<file path="src/rtl/core/spsc_pkg.sv">
// Shared constants, types and helpers of the stack pop sequence checker.
package spsc_pkg;

   localparam int MAX_LEN = 64;
   localparam int VAL_W   = 7;
   localparam int CNT_W   = $clog2(MAX_LEN + 1);
   localparam int ADDR_W  = $clog2(MAX_LEN);

   typedef struct packed {
      logic [VAL_W-1:0] element;
      logic             last;
      logic             bad_range;
      logic             count_err;
   } item_type;

   function automatic logic [VAL_W-1:0] eff_len(input logic [VAL_W-1:0] len);
      logic [VAL_W-1:0] res;
      if (int'(len) > MAX_LEN) begin
         res = VAL_W'(MAX_LEN);
      end else begin
         res = len;
      end
      return res;
   endfunction

endpackage

</file>
<file path="src/rtl/core/spsc_front.sv">
// Front end: length register, range check and element count of each sequence.
module spsc_front (
   input  logic                      clock,
   input  logic                      reset,
   input  logic                      req_push,
   output logic                      req_full,
   input  logic [spsc_pkg::VAL_W-1:0] req_element,
   input  logic                      req_last,
   input  logic                      csr_wr_en,
   input  logic [spsc_pkg::VAL_W-1:0] csr_wr_data,
   input  logic                      q_full,
   output logic                      q_wr_en,
   output spsc_pkg::item_type        q_wr_item
);

   logic [spsc_pkg::VAL_W-1:0] seq_len_ff;
   logic [spsc_pkg::VAL_W-1:0] seq_len_in;
   logic [spsc_pkg::CNT_W-1:0] seen_ff;
   logic [spsc_pkg::CNT_W-1:0] seen_in;
   logic [spsc_pkg::VAL_W-1:0] n_eff;
   logic [spsc_pkg::CNT_W:0]   seen_plus;

   assign req_full  = q_full;
   assign q_wr_en   = req_push && !q_full;
   assign n_eff     = spsc_pkg::eff_len(seq_len_ff);
   assign seen_plus = {1'b0, seen_ff} + (spsc_pkg::CNT_W + 1)'(1);

   always_comb begin
      q_wr_item.element   = req_element;
      q_wr_item.last      = req_last;
      q_wr_item.bad_range = (req_element == '0) || (req_element > n_eff);
      q_wr_item.count_err = req_last && (seen_plus != (spsc_pkg::CNT_W + 1)'(n_eff));
   end

   always_comb begin
      seq_len_in = csr_wr_en ? csr_wr_data : seq_len_ff;
      seen_in    = seen_ff;
      if (q_wr_en) begin
         if (req_last) begin
            seen_in = '0;
         end else if (int'(seen_ff) < spsc_pkg::MAX_LEN) begin
            seen_in = seen_ff + spsc_pkg::CNT_W'(1);
         end
      end
   end

   always_ff @(posedge clock) begin
      if (reset) begin
         seq_len_ff <= spsc_pkg::VAL_W'(1);
         seen_ff    <= '0;
      end else begin
         seq_len_ff <= seq_len_in;
         seen_ff    <= seen_in;
      end
   end

endmodule

</file>
<file path="src/rtl/core/spsc_fifo.sv">
// Two-entry queue of classified elements between front and back end.
module spsc_fifo (
   input  logic               clock,
   input  logic               reset,
   input  logic               wr_en,
   input  spsc_pkg::item_type wr_item,
   output logic               full,
   input  logic               rd_en,
   output logic               empty,
   output spsc_pkg::item_type rd_item
);

   spsc_pkg::item_type slot_ff [2];
   logic       wr_ptr_ff;
   logic       wr_ptr_in;
   logic       rd_ptr_ff;
   logic       rd_ptr_in;
   logic [1:0] count_ff;
   logic [1:0] count_in;
   logic       do_wr;
   logic       do_rd;

   assign full    = (count_ff == 2'd2);
   assign empty   = (count_ff == 2'd0);
   assign rd_item = slot_ff[rd_ptr_ff];
   assign do_wr   = wr_en && !full;
   assign do_rd   = rd_en && !empty;

   always_comb begin
      wr_ptr_in = do_wr ? !wr_ptr_ff : wr_ptr_ff;
      rd_ptr_in = do_rd ? !rd_ptr_ff : rd_ptr_ff;
      count_in  = count_ff;
      if (do_wr && !do_rd) begin
         count_in = count_ff + 2'd1;
      end else if (do_rd && !do_wr) begin
         count_in = count_ff - 2'd1;
      end
   end

   always_ff @(posedge clock) begin
      if (reset) begin
         wr_ptr_ff <= 1'b0;
         rd_ptr_ff <= 1'b0;
         count_ff  <= 2'd0;
      end else begin
         wr_ptr_ff <= wr_ptr_in;
         rd_ptr_ff <= rd_ptr_in;
         count_ff  <= count_in;
      end
   end

   always_ff @(posedge clock) begin
      if (do_wr) begin
         slot_ff[wr_ptr_ff] <= wr_item;
      end
   end

endmodule

</file>
<file path="src/rtl/core/spsc_back.sv">
// Back end: stack engine with top register, stack memory and result register.
module spsc_back (
   input  logic                      clock,
   input  logic                      reset,
   input  logic                      q_empty,
   input  spsc_pkg::item_type        q_item,
   output logic                      q_rd_en,
   output logic                      rsp_empty,
   input  logic                      rsp_pop,
   output logic                      rsp_still_valid,
   output logic                      rsp_done_res,
   output logic                      rsp_count_error
);

   typedef enum logic [1:0] {
      ST_DECIDE,
      ST_PUSH,
      ST_EMIT,
      ST_REFILL
   } state_type;

   state_type                   state_ff;
   state_type                   state_in;
   logic [spsc_pkg::ADDR_W-1:0] depth_ff;
   logic [spsc_pkg::ADDR_W-1:0] depth_in;
   logic [spsc_pkg::VAL_W-1:0]  next_ff;
   logic [spsc_pkg::VAL_W-1:0]  next_in;
   logic [spsc_pkg::VAL_W-1:0]  top_ff;
   logic [spsc_pkg::VAL_W-1:0]  top_in;
   logic                        failed_ff;
   logic                        failed_in;
   spsc_pkg::item_type          item_ff;
   spsc_pkg::item_type          item_in;
   logic                        out_valid_ff;
   logic                        out_valid_in;
   logic                        out_still_ff;
   logic                        out_still_in;
   logic                        out_done_ff;
   logic                        out_done_in;
   logic                        out_cerr_ff;
   logic                        out_cerr_in;

   logic [spsc_pkg::VAL_W-1:0]  stack_mem [spsc_pkg::MAX_LEN];
   logic [spsc_pkg::VAL_W-1:0]  rd_data_ff;
   logic [spsc_pkg::ADDR_W-1:0] rd_addr;
   logic                        wr_en;
   logic [spsc_pkg::ADDR_W-1:0] wr_addr;

   logic                        out_free;
   logic                        emit;
   logic                        emit_ok;
   spsc_pkg::item_type          emit_item;

   assign out_free        = !out_valid_ff || rsp_pop;
   assign rsp_empty       = !out_valid_ff;
   assign rsp_still_valid = out_still_ff;
   assign rsp_done_res    = out_done_ff;
   assign rsp_count_error = out_cerr_ff;
   assign rd_addr         = depth_ff - spsc_pkg::ADDR_W'(2);
   assign wr_addr         = depth_ff - spsc_pkg::ADDR_W'(1);

   always_comb begin
      state_in     = state_ff;
      depth_in     = depth_ff;
      next_in      = next_ff;
      top_in       = top_ff;
      failed_in    = failed_ff;
      item_in      = item_ff;
      out_valid_in = out_valid_ff && !rsp_pop;
      out_still_in = out_still_ff;
      out_done_in  = out_done_ff;
      out_cerr_in  = out_cerr_ff;
      q_rd_en      = 1'b0;
      wr_en        = 1'b0;
      emit         = 1'b0;
      emit_ok      = 1'b0;
      emit_item    = q_item;

      unique case (state_ff)
         ST_DECIDE: begin
            if (!q_empty && out_free) begin
               q_rd_en = 1'b1;
               if (failed_ff || q_item.bad_range) begin
                  emit = 1'b1;
               end else if (q_item.element >= next_ff) begin
                  if (next_ff < q_item.element) begin
                     item_in  = q_item;
                     state_in = ST_PUSH;
                  end else begin
                     next_in = q_item.element + spsc_pkg::VAL_W'(1);
                     emit    = 1'b1;
                     emit_ok = 1'b1;
                  end
               end else if (depth_ff != '0 && top_ff == q_item.element) begin
                  depth_in = depth_ff - spsc_pkg::ADDR_W'(1);
                  emit     = 1'b1;
                  emit_ok  = 1'b1;
                  if (!q_item.last && depth_ff > spsc_pkg::ADDR_W'(1)) begin
                     state_in = ST_REFILL;
                  end
               end else begin
                  emit = 1'b1;
               end
            end
         end
         ST_PUSH: begin
            wr_en    = (depth_ff != '0);
            top_in   = next_ff;
            depth_in = depth_ff + spsc_pkg::ADDR_W'(1);
            if (next_ff + spsc_pkg::VAL_W'(1) == item_ff.element) begin
               next_in  = item_ff.element + spsc_pkg::VAL_W'(1);
               state_in = ST_EMIT;
            end else begin
               next_in = next_ff + spsc_pkg::VAL_W'(1);
            end
         end
         ST_EMIT: begin
            emit_item = item_ff;
            if (out_free) begin
               emit     = 1'b1;
               emit_ok  = 1'b1;
               state_in = ST_DECIDE;
            end
         end
         ST_REFILL: begin
            top_in   = rd_data_ff;
            state_in = ST_DECIDE;
         end
         default: begin
            state_in = ST_DECIDE;
         end
      endcase

      if (emit) begin
         out_valid_in = 1'b1;
         out_still_in = emit_ok;
         out_done_in  = emit_item.last;
         out_cerr_in  = emit_item.count_err;
         failed_in    = !emit_ok;
         if (emit_item.last) begin
            depth_in  = '0;
            next_in   = spsc_pkg::VAL_W'(1);
            failed_in = 1'b0;
         end
      end
   end

   always_ff @(posedge clock) begin
      if (reset) begin
         state_ff     <= ST_DECIDE;
         depth_ff     <= '0;
         next_ff      <= spsc_pkg::VAL_W'(1);
         failed_ff    <= 1'b0;
         out_valid_ff <= 1'b0;
      end else begin
         state_ff     <= state_in;
         depth_ff     <= depth_in;
         next_ff      <= next_in;
         failed_ff    <= failed_in;
         out_valid_ff <= out_valid_in;
      end
      top_ff       <= top_in;
      item_ff      <= item_in;
      out_still_ff <= out_still_in;
      out_done_ff  <= out_done_in;
      out_cerr_ff  <= out_cerr_in;
   end

   always_ff @(posedge clock) begin
      if (wr_en) begin
         stack_mem[wr_addr] <= top_ff;
      end
      rd_data_ff <= stack_mem[rd_addr];
   end

   a_push_below_target: assert property (@(posedge clock) disable iff (reset)
      state_ff == ST_PUSH |-> next_ff < item_ff.element)
      else $error("push run overshoots its target element");

   a_refill_after_pop: assert property (@(posedge clock) disable iff (reset)
      state_ff == ST_REFILL |-> $past(state_ff) == ST_DECIDE && $past(q_rd_en))
      else $error("top refill without a preceding pop");

   a_no_emit_when_busy: assert property (@(posedge clock) disable iff (reset)
      emit |-> out_free)
      else $error("result written over an untaken result");

   a_no_stack_overflow: assert property (@(posedge clock) disable iff (reset)
      state_ff == ST_PUSH |-> depth_ff != '1)
      else $error("stack overflow");

endmodule

</file>
<file path="src/rtl/core/stack_pop_sequence_check.sv">
// Top level of the stack pop sequence checker.
//
// channel  ports                                          dir  handshake
// req      req_element[6:0] req_last                      in   req_push & !req_full
// rsp      rsp_still_valid rsp_done_res rsp_count_error   out  rsp_pop & !rsp_empty
// csr      csr_wr_data[6:0] (sequence length n)           in   csr_wr_en
//
// An element that pops the stack while entries remain below the top, and is not the last,
// goes on through ST_REFILL; one that pushes k numbers passes ST_PUSH for each and then
// ST_EMIT. Pushes total at most n-1 per sequence. The stack memory has one write port
// and one registered read port, from which ST_REFILL reloads the top register.
// A two-entry queue parts front and back end; the result register frees on pop.
// Reset is synchronous; it sets n to 1 and empties the queue, stack and result.
module stack_pop_sequence_check (
   input  logic                       clock,
   input  logic                       reset,
   input  logic                       req_push,
   output logic                       req_full,
   input  logic [spsc_pkg::VAL_W-1:0] req_element,
   input  logic                       req_last,
   output logic                       rsp_empty,
   input  logic                       rsp_pop,
   output logic                       rsp_still_valid,
   output logic                       rsp_done_res,
   output logic                       rsp_count_error,
   input  logic                       csr_wr_en,
   input  logic [spsc_pkg::VAL_W-1:0] csr_wr_data
);

   logic               q_full;
   logic               q_empty;
   logic               q_wr_en;
   logic               q_rd_en;
   spsc_pkg::item_type q_wr_item;
   spsc_pkg::item_type q_rd_item;

   spsc_front u_front (
      .clock       (clock),
      .reset       (reset),
      .req_push    (req_push),
      .req_full    (req_full),
      .req_element (req_element),
      .req_last    (req_last),
      .csr_wr_en   (csr_wr_en),
      .csr_wr_data (csr_wr_data),
      .q_full      (q_full),
      .q_wr_en     (q_wr_en),
      .q_wr_item   (q_wr_item)
   );

   spsc_fifo u_fifo (
      .clock   (clock),
      .reset   (reset),
      .wr_en   (q_wr_en),
      .wr_item (q_wr_item),
      .full    (q_full),
      .rd_en   (q_rd_en),
      .empty   (q_empty),
      .rd_item (q_rd_item)
   );

   spsc_back u_back (
      .clock           (clock),
      .reset           (reset),
      .q_empty         (q_empty),
      .q_item          (q_rd_item),
      .q_rd_en         (q_rd_en),
      .rsp_empty       (rsp_empty),
      .rsp_pop         (rsp_pop),
      .rsp_still_valid (rsp_still_valid),
      .rsp_done_res    (rsp_done_res),
      .rsp_count_error (rsp_count_error)
   );

endmodule
</file>
<file path="config.mk">
export PLATFORM = sky130hd
export DESIGN_NAME = stack_pop_sequence_check
export DESIGN_NICKNAME = d
export VERILOG_FILES = /design/src/rtl/core/spsc_pkg.sv /design/src/rtl/core/spsc_front.sv /design/src/rtl/core/spsc_fifo.sv /design/src/rtl/core/spsc_back.sv /design/src/rtl/core/stack_pop_sequence_check.sv
export SDC_FILE = /design/constraint.sdc
export NUM_CORES = 1
export LEC_CHECK = 0
export ABC_AREA = 1
export BUFFER_PORTS_ARGS = -buffer_cell sky130_fd_sc_hd__buf_2
export CORE_UTILIZATION = 65
export DETAILED_ROUTE_END_ITERATION = 7
export PLACE_DENSITY = 0.93
export REMOVE_ABC_BUFFERS = 1
export SLEW_MARGIN = 30
export SYNTH_ARGS = -nofsm -noshare
export SYNTH_HDL_FRONTEND = slang
export SYNTH_SLANG_ARGS = --single-unit
</file>
<file path="constraint.sdc">
create_clock -name clock -period 5.2 [get_ports clock]
set_input_delay 0.78 -clock clock [delete_from_list [all_inputs] [get_ports clock]]
set_output_delay 0.78 -clock clock [all_outputs]
set_load 0.01 [all_outputs]
</file>
==> results.md <==
- The tree is rooted in a sky130_fd_sc_hd__clkbuf_16.
- TritonCTS built the clock tree.
- For this run the aggregate overflow at the end of global routing stands at 0.
- The clock tree synthesis step divided the H-tree into 2 levels.
- The tightest hold margin is 0.411 ns.
- Setup repair after global routing left no endpoint under its margin.
- The number of antenna violations at the first check in global routing came to 0.
- By area the synthesized netlist is led by sky130_fd_sc_hd__edfxtp_1, sky130_fd_sc_hd__nor2_1, sky130_fd_sc_hd__o21ai_0, sky130_fd_sc_hd__dfxtp_1, sky130_fd_sc_hd__nand2_1.
- In this run the tool buffered the top-level ports with 24 buffer cells.
- The placed instances occupy a cell area of 0.0231 mm².
- The run finished, with violations left.
- In the finished design, the share of the clock period the worst path needs comes to 76.4%.
- The number of buffers added to fix hold violations after cts is 0.
- The first global-routing pass estimated 90800 µm of wire.
- The count of TritonRoute iterations in the first routing pass is 8.
- The region available for standard cell placement spans 0.0345 mm².
- The total length of routed wires is 59600 µm.
- The number of DRC violations after detailed-routing iteration 0 is 3250.
- The final-report max-slew violation count was 0.
- Entering global routing, the biggest net connects 138 pins.
- Synthesis produced 1972 cells.
- By startpoint and endpoint, the worst setup path is classified as register to register.
- The critical path endpoint category is a register.
- The average wire length per cell after detail routing is 24.3 µm.
- Counting every sink on the clock net gives 530.
- The maximum fanout along the worst path is 137.
- The die is 189 µm wide.
- After detailed routing, the number of remaining DRC violations is 37.
- The achievable clock frequency is 252 MHz.
- The number of hold-slack violations in the final timing report is 0.
- The most area-hungry cell type in the Yosys netlist is sky130_fd_sc_hd__edfxtp_1.
- The clock passes through at most 3 buffers.
- The pin slew with the least headroom to its limit is 0.943 ns.
- The routed via count divided by cell count is 6.91.
- The netlist uses 48 different library cells.
- Once layout is done, the placed cells without fillers occupy 0.0247 mm².
- The required time at the worst-slack endpoint is 5.41 ns.
- Summing over every cut layer, the via total after detailed routing is 16940.
- The number of gates resized after CTS was 0.
- Once the clock tree was built, the setup fixing pass inserted 0 buffers.
- Yosys printed 0 warnings.
- In the final layout, the share of cells above drive strength 1 is 7.96%.
- For the final database, setup skew stands at 0.0210 ns.
- The initial utilization of the core area, before any placement, comes to 66.0%.
- After the last flow step, the layout net total stands at 2004.
- The tightest min-delay check is of the input port to register type.
- Leaving out fill and tap cells, the most frequent cells in the layout are sky130_fd_sc_hd__edfxtp_1, sky130_fd_sc_hd__nor2_1, sky130_fd_sc_hd__o21ai_0.
- The placer congestion estimate is 0.917.
- The final setup violation count is 0.
- Detailed placement ended at an HPWL of 35000 µm.
- Pin placement for this block handled 25 I/O pins.
- Leaving out fill and tap cells, the most frequent cell in the layout is sky130_fd_sc_hd__edfxtp_1.
- The leakage power summed over all cells is 0.00842 µW.
- The number of buffers added by the clock tree synthesis step is 49.
- The number of placement rows is 68.
- The data arrival time at the worst-slack endpoint is 4.18 ns.
- The clock period could shrink to 3.97 ns.
- The via count of the first global-routing pass is 16044.
- The category of the worst setup path launch point is a register.
- Summing the sequential cell areas from Yosys gives 68.1% of the chip area.
- The remaining antenna violation count after routing is 0.
- The checks that failed: DRC.
- The flip-flop and latch count after synthesis is 530.
- The total global routing track utilization is 33.4%.
- The area growth from synthesis to layout is 8.38%.
- The source-to-sink clock delay at the later pin of the worst-skew pair is 0.59 ns.
- The floorplan step defined a die boundary enclosing 0.0357 mm².
- After clock tree synthesis, the clock-pin slew on the worst setup and hold paths is 0.07 ns.
- The peak supply drop is 0.368 mV.
- The per-instance average area after synthesis is 11.5 µm².
- Max-cap violations in this run came to 0.
- The total standard cell area after synthesis is 0.0227 mm².
- The height of the chip is 189 µm.
- The power per unit of standard cell area is 522 mW/mm².
- In this run the tightest slew margin relative to its limit is 37.2%.
- 0 antenna diodes ended up in the layout.
- The top cell type's share of synthesized area is 64.3%.
==> critical path, cell delays in order, from the launching register on <==
cell and delay, ns:
sky130_fd_sc_hd__dfxtp_4 0.78, sky130_fd_sc_hd__inv_6 0.47, sky130_fd_sc_hd__ha_1 0.43, sky130_fd_sc_hd__xnor2_1 0.36, sky130_fd_sc_hd__inv_1 0.13, sky130_fd_sc_hd__nor2_1 0.19
sky130_fd_sc_hd__nand2_1 0.48, sky130_fd_sc_hd__nor2_1 0.66
==> where the power goes <==
part / total [µW] / leakage (µW) / internal (µW) / switching (µW)
logic: 3980 / 0.00291 / 985 / 3000
clock network: 3520 / 0.000761 / 1970 / 1550
registers: 5370 / 0.00475 / 5100 / 266
==> routing by layer <==
| layer | track usage [%] | vias up | routed length [µm] |
|---|---|---|---|
| li1 | - | 7139 | - |
| met3 | 7.97 | 275 | 8280 |
| met2 | 53.8 | 1598 | 28000 |
| met1 | 43.1 | 7925 | 20300 |
| met4 | 15.6 | 3 | 2890 |
| met5 | 2.20 | - | 109 |
==> Yosys cell counts, drive strengths merged <==
master,instances
edfxtp,487
nand2,205
inv,100
clkbuf,61
a21o,1
a31o,1
xnor2,6
ha,26
nand4,15
a21boi,3
nor3,5
or4,1
nor2,366
nand3,110
o41ai,1
buf,44
xor2,17
o22ai,50
or2,3
nand3b,1
a221oi,1
o21a,1
a22oi,1
o211ai,51
dfxtp,43
o21ai,256
o32ai,1
o221ai,63
a31oi,2
a21oi,49
a2bb2oi,1
==> state kept, by name, summed over array words and instances, names as in the netlist, named ones only <==
register,count
u_back.top_ff,7
u_back.state_ff,2
u_back.rsp_done_res,1
u_front.seen_ff,7
u_fifo.wr_ptr_ff,1
u_fifo.slot_ff,20
u_back.out_valid_ff,1
u_front.seq_len_ff,7
u_back.item_ff,9
u_back.failed_ff,1
u_back.next_ff,7
u_back.rsp_still_valid,1
u_back.rsp_count_error,1
u_fifo.count_ff,2
u_fifo.rd_ptr_ff,1
u_back.stack_mem,448
u_back.rd_data_ff,7
u_back.depth_ff,6
==> cells by family after synthesis <==
group,Yosys count,share of synthesized area (%)
xor gates and xnor gates,23,0.919
adders and majority gates,26,1.43
buffers and inverters,205,3.82
AOI/OAI and AO/OA,482,12.7
and+or+nand+nor,706,13.1
DFF,530,68.1
==> metrics by stage <==
step / instances / setup TNS (ns) / worst slack (ns) / power [µW] / util [%]
floorplan: 1867 / -1367.33 / -3.01 / 7790 / -
global placement: 2361 / 0 / 1.75 / 8990 / 66.9
detailed placement: 2361 / 0 / 1.49 / 9140 / 66.9
CTS: 2451 / 0 / 1.40 / 12600 / 71.5
global route: 2452 / 0 / 1.10 / 13300 / 71.5
finish: 2452 / 0 / 1.23 / 12900 / 71.5
==> cell type report <==
cell class | count | area [µm²]
inverter | 100 | 383
fill | 2066 | 9810
clock buffer | 65 | 1340
multi-input combinational | 1237 | 6390
clock inverter | 25 | 224
tap | 455 | 569
timing repair buffer | 40 | 253
sequential | 530 | 15500
==> worst paths after layout <==
check                                                to          startpoint  cells after the start  slack (ns)
worst max-delay path            u_back.stack_mem[17][0]  u_back.depth_ff[0]                      7        1.23
worst min-delay path               u_fifo.slot_ff[1][2]            req_last                      1        0.41
worst max register to register  u_back.stack_mem[17][0]  u_back.depth_ff[0]                      7        1.23
worst min register to register         u_back.failed_ff    u_back.failed_ff                      2        0.48
No activity file was read; power rests on OpenSTA's default activity.
